<file path="src/rtl/sac_pkg.sv">
// Shared constants, types and helpers of the set-associative LRU cache.
package sac_pkg;

  localparam int TOTAL_LINES   = 256;
  localparam int MAX_WAYS      = 4;
  localparam int ADDR_BITS     = 31;
  localparam int LINE_BITS     = $clog2(TOTAL_LINES);
  localparam int WAY_BITS      = $clog2(MAX_WAYS);
  localparam int ROWS          = TOTAL_LINES / MAX_WAYS;
  localparam int ROW_BITS      = $clog2(ROWS);
  localparam int RANK_BITS     = WAY_BITS;
  localparam int CNT_BITS      = 32;
  localparam int LG_BITS       = 2;
  localparam int WAYS_CNT_BITS = WAY_BITS + 1;

  localparam logic [LG_BITS-1:0] MAX_LG = LG_BITS'(WAY_BITS);

  typedef struct packed {
    logic [ADDR_BITS-1:0] tag;
    logic [RANK_BITS-1:0] rank;
  } entry_t;

  typedef entry_t [MAX_WAYS-1:0] row_t;

  typedef struct packed {
    logic [MAX_WAYS-1:0]                en;
    logic [MAX_WAYS-1:0]                vld;
    logic [MAX_WAYS-1:0]                match;
    logic [MAX_WAYS-1:0][RANK_BITS-1:0] rank;
    logic [WAYS_CNT_BITS-1:0]           ways;
  } lru_in_t;

  typedef struct packed {
    logic                               hit;
    logic [WAY_BITS-1:0]                used;
    logic [MAX_WAYS-1:0][RANK_BITS-1:0] rank_next;
  } lru_out_t;

  function automatic logic [LG_BITS-1:0] eff_lg(input logic [LG_BITS-1:0] lg);
    return (lg > MAX_LG) ? MAX_LG : lg;
  endfunction

  // First line of the set: row in the upper bits, first column in the lower bits.
  function automatic logic [LINE_BITS-1:0] line_base(input logic [ADDR_BITS-1:0] a,
                                                     input logic [LG_BITS-1:0] lg);
    return LINE_BITS'(a[LINE_BITS-1:0] << lg);
  endfunction

endpackage

</file>
<file path="src/rtl/sac_lru.sv">
// Hit detection, victim choice and recency update for the ways of one set.
module sac_lru (
  input  sac_pkg::lru_in_t  lru_i,
  output sac_pkg::lru_out_t lru_o
);

  always_comb begin
    logic                                found;
    logic                                empty;
    logic [sac_pkg::WAY_BITS-1:0]        used;
    logic [sac_pkg::RANK_BITS-1:0]       best;
    logic [sac_pkg::WAYS_CNT_BITS-1:0]   old_rank;
    found = 1'b0;
    empty = 1'b0;
    used  = '0;
    best  = '0;
    for (int w = 0; w < sac_pkg::MAX_WAYS; w++) begin
      if (!found && lru_i.en[w] && lru_i.vld[w] && lru_i.match[w]) begin
        found = 1'b1;
        used  = sac_pkg::WAY_BITS'(w);
      end
    end
    if (!found) begin
      for (int w = 0; w < sac_pkg::MAX_WAYS; w++) begin
        if (!empty && lru_i.en[w] && !lru_i.vld[w]) begin
          empty = 1'b1;
          used  = sac_pkg::WAY_BITS'(w);
        end
      end
      if (!empty) begin
        for (int w = 0; w < sac_pkg::MAX_WAYS; w++) begin
          if (lru_i.en[w] && lru_i.rank[w] > best) begin
            best = lru_i.rank[w];
            used = sac_pkg::WAY_BITS'(w);
          end
        end
      end
    end
    old_rank = (!found && empty) ? lru_i.ways
                                 : sac_pkg::WAYS_CNT_BITS'(lru_i.rank[used]);
    lru_o.hit  = found;
    lru_o.used = used;
    for (int w = 0; w < sac_pkg::MAX_WAYS; w++) begin
      if (sac_pkg::WAY_BITS'(w) == used) begin
        lru_o.rank_next[w] = '0;
      end else if (lru_i.vld[w] &&
                   sac_pkg::WAYS_CNT_BITS'(lru_i.rank[w]) < old_rank) begin
        lru_o.rank_next[w] = lru_i.rank[w] + 1'b1;
      end else begin
        lru_o.rank_next[w] = lru_i.rank[w];
      end
    end
  end

endmodule

</file>
<file path="config.mk">
export PLATFORM = sky130hd
export DESIGN_NAME = sac_lru
export DESIGN_NICKNAME = d
export VERILOG_FILES = /design/src/rtl/sac_pkg.sv /design/src/rtl/sac_lru.sv
export SDC_FILE = /design/constraint.sdc
export NUM_CORES = 1
export LEC_CHECK = 0
export BUFFER_PORTS_ARGS = -buffer_cell sky130_fd_sc_hd__buf_2
export CORE_MARGIN = 10
export CORE_UTILIZATION = 40
export DETAILED_ROUTE_END_ITERATION = 8
export PLACE_DENSITY_LB_ADDON = 0.08
export SETUP_SLACK_MARGIN = 0.4
export SLEW_MARGIN = 0
export SYNTH_ARGS = -nofsm -noshare
export SYNTH_HDL_FRONTEND = slang
export SYNTH_SLANG_ARGS = --single-unit
</file>
<file path="constraint.sdc">
create_clock -name vclk -period 10
set_input_delay 2 -clock vclk [all_inputs]
set_output_delay 2 -clock vclk [all_outputs]
set_load 0.02 [all_outputs]
</file>
==> impl_metrics.ini <==
[yosys]
synth_adder_area_share = 0.164
synthSimpleGateAreaFrac = 0.304
yosys_warnings = 0
synth_top_cell_area_share = 0.164
synth_compound_area_frac = 0.381
synthTopCellsByCount = nand2_1, ha_1, inv_1
synth_xor_area_frac = 0.0313
syn_avg_cell_area_um2 = 6.89
synth-seq-area-share = 0
syn-num-nets = 156
ys_types = 38
synthMostInstantiatedCell = nand2_1
synth_area_um2 = 841
synth_mux_area_frac = 0.0759
synthTopCellsByArea = ha_1, nand2_1, o21ai_0
yosysTopAreaCell = ha_1
synth_top_family_by_area = compound AO/OA/AOI/OAI gates
netlist_instances = 122

[drt]
remaining_drc_errors = 0
ant_nets = 0
dr.pass1.iters = 4
wl_mm = 2.79
wl_per_cell_um = 14.4
num_vias = 1058
via_per_inst = 5.48
drt_iter0_drc = 64

[global_route]
overflow = 0
grt.total_usage = 0.122
antenna_found_initial = 0
grt_pass1_wl_mm = 4.54
grt_pass1_vias = 1052
grt_max_degree = 11

[placement]
port_buffers = 34
globalplace.congestion = 0.818
dp_hpwl_mm = 2.33
dpl.cell_count = 185
pre_cts_ws_ps = 422

[critical_path]
worst-setup-path-type = in -> out
path_max_fanout = 4
start_kind = input pin
cp_num_buf_inv = 3
critical_path_arrival_ps = 7350
slowest_delay_ps = 340
cp_common_cell = ha_1
cp.required_ps = 8000
cp-end-kind = output port
critPathTopFamily = compound AO/OA/AOI/OAI gates
critPathSlowestCell = mux2_4

[pwr]
p_total_mw = 0.111
ir_drop_uv = 49.9
internal-power_mw = 0.0484
clkPwrFrac = 0
swShare = 0.565
seqPwrFrac = 0
p_sw_mw = 0.0627
powerDensity_nw_per_um2 = 94.2
pwr-share-comb = 1.000
total_leakage_power_nw = 0.588

[final_layout]
clock_buffers = 0
drive_gt1_frac = 0.410
syn2layout_area_growth_pct = 40.3
area.sequential_um2 = 0
seq_cell_count = 0
final_cells = 193
fin_nets = 202
diodes = 0

[floorplanning]
num_io_pins = 34
coreArea_um2 = 1980
die_y_um = 65.8
rows = 16
initial_core_util = 0.424
die_area_um2 = 4340
fp.dieW_um = 65.8

[sta]
period_share = 0.935
slew_headroom = 0.610
fin_crit_ps = 9350
setup_violations = 0
tns_ps = 0
layout_setup_ws_ps = 646
finalMaxSlewViolations = 0
clock.fmax_ghz = 0.107
rsz0062_at_grt = no
hold_violations = 0
worst_slew_pin_slew_ps = 584

[min_path]
holdCritPathClass = in -> out
holdPathStages = 4
hold_end = lru_o[7]
hold_start = lru_i[10]

[run_status]
status = finished clean

[job]
cap_viol_max_count = 0
==> cells in the final DEF, fill, tap and decap left out, types with 2 or more instances in the layout <==
master / count
nand2b_1: 4
mux2i_1: 3
inv_1: 8
nand3_1: 8
a31oi_1: 6
o211ai_4: 2
buf_4: 11
ha_2: 2
xor2_1: 2
a21oi_1: 7
nor2_1: 8
and3_1: 2
o21ai_0: 7
o21ai_1: 2
nand2_1: 16
o211ai_2: 2
nor2b_1: 3
buf_2: 32
ha_1: 9
inv_2: 2
o211ai_1: 3
mux2_4: 3
a311oi_2: 2
==> cell type report <==
cell class,instances,area [µm²]
repair buffers,44,254
well taps,27,33.8
multi-input cells,112,855
inverters,10,37.5
fillers,198,802
==> how the worst max path moves through the flow <==
stage                     endpoint      from  depth (start not counted)
after floorplan           lru_o[2]  lru_i[3]                         25
after CTS                 lru_o[2]  lru_i[3]                         28
after detailed placement  lru_o[2]  lru_i[3]                         27
after global routing      lru_o[2]  lru_i[3]                         28
after global placement    lru_o[2]  lru_i[3]                         27
final                     lru_o[2]  lru_i[3]                         28
==> cells by family after synthesis <==
| kind of cell | Yosys count |
|---|---|
| adders and majority gates | 11 |
| and+or+nand+nor | 50 |
| buffers and inverters | 10 |
| xor gates and xnor gates | 3 |
| AOI/OAI and AO/OA | 42 |
| muxes | 6 |
==> layer usage <==
| layer | track usage | wire [µm] | up-vias |
|---|---|---|---|
| li1 | - | - | 546 |
| met1 | 0.152 | 1200 | 474 |
| met2 | 0.216 | 1300 | 36 |
| met3 | 0.0271 | 273 | 2 |
| met4 | 0.00267 | 14 | 0 |
| met5 | 0 | 0 | - |
==> metrics by stage <==
step                 util  area (µm²)  hold slack (ps)
finish              0.595        1180             4430
CTS                 0.537        1060             4440
global route        0.595        1180             4470
detailed placement  0.535        1060             4430
floorplan               -         841             4180
global placement    0.535        1060             4430
==> power groups by stage <==
stage	combinational [mW]	clock [mW]	sequential, mW
2_1_floorplan	0.0670	0	0
3_3_place_gp	0.0955	0	0
3_5_place_dp	0.0971	0	0
4_1_cts	0.0981	0	0
5_1_grt	0.122	0	0
6_report	0.111	0	0
==> what timing repair did <==
action	CTS	global route
buffers inserted	0	8
endpoints found under the setup margin	1	7
hold buffers	0	0
gates resized for setup	1	18
hold endpoints to repair	0	0
pin swaps	0	11
Note: power is estimated with default switching activity, not from simulation.
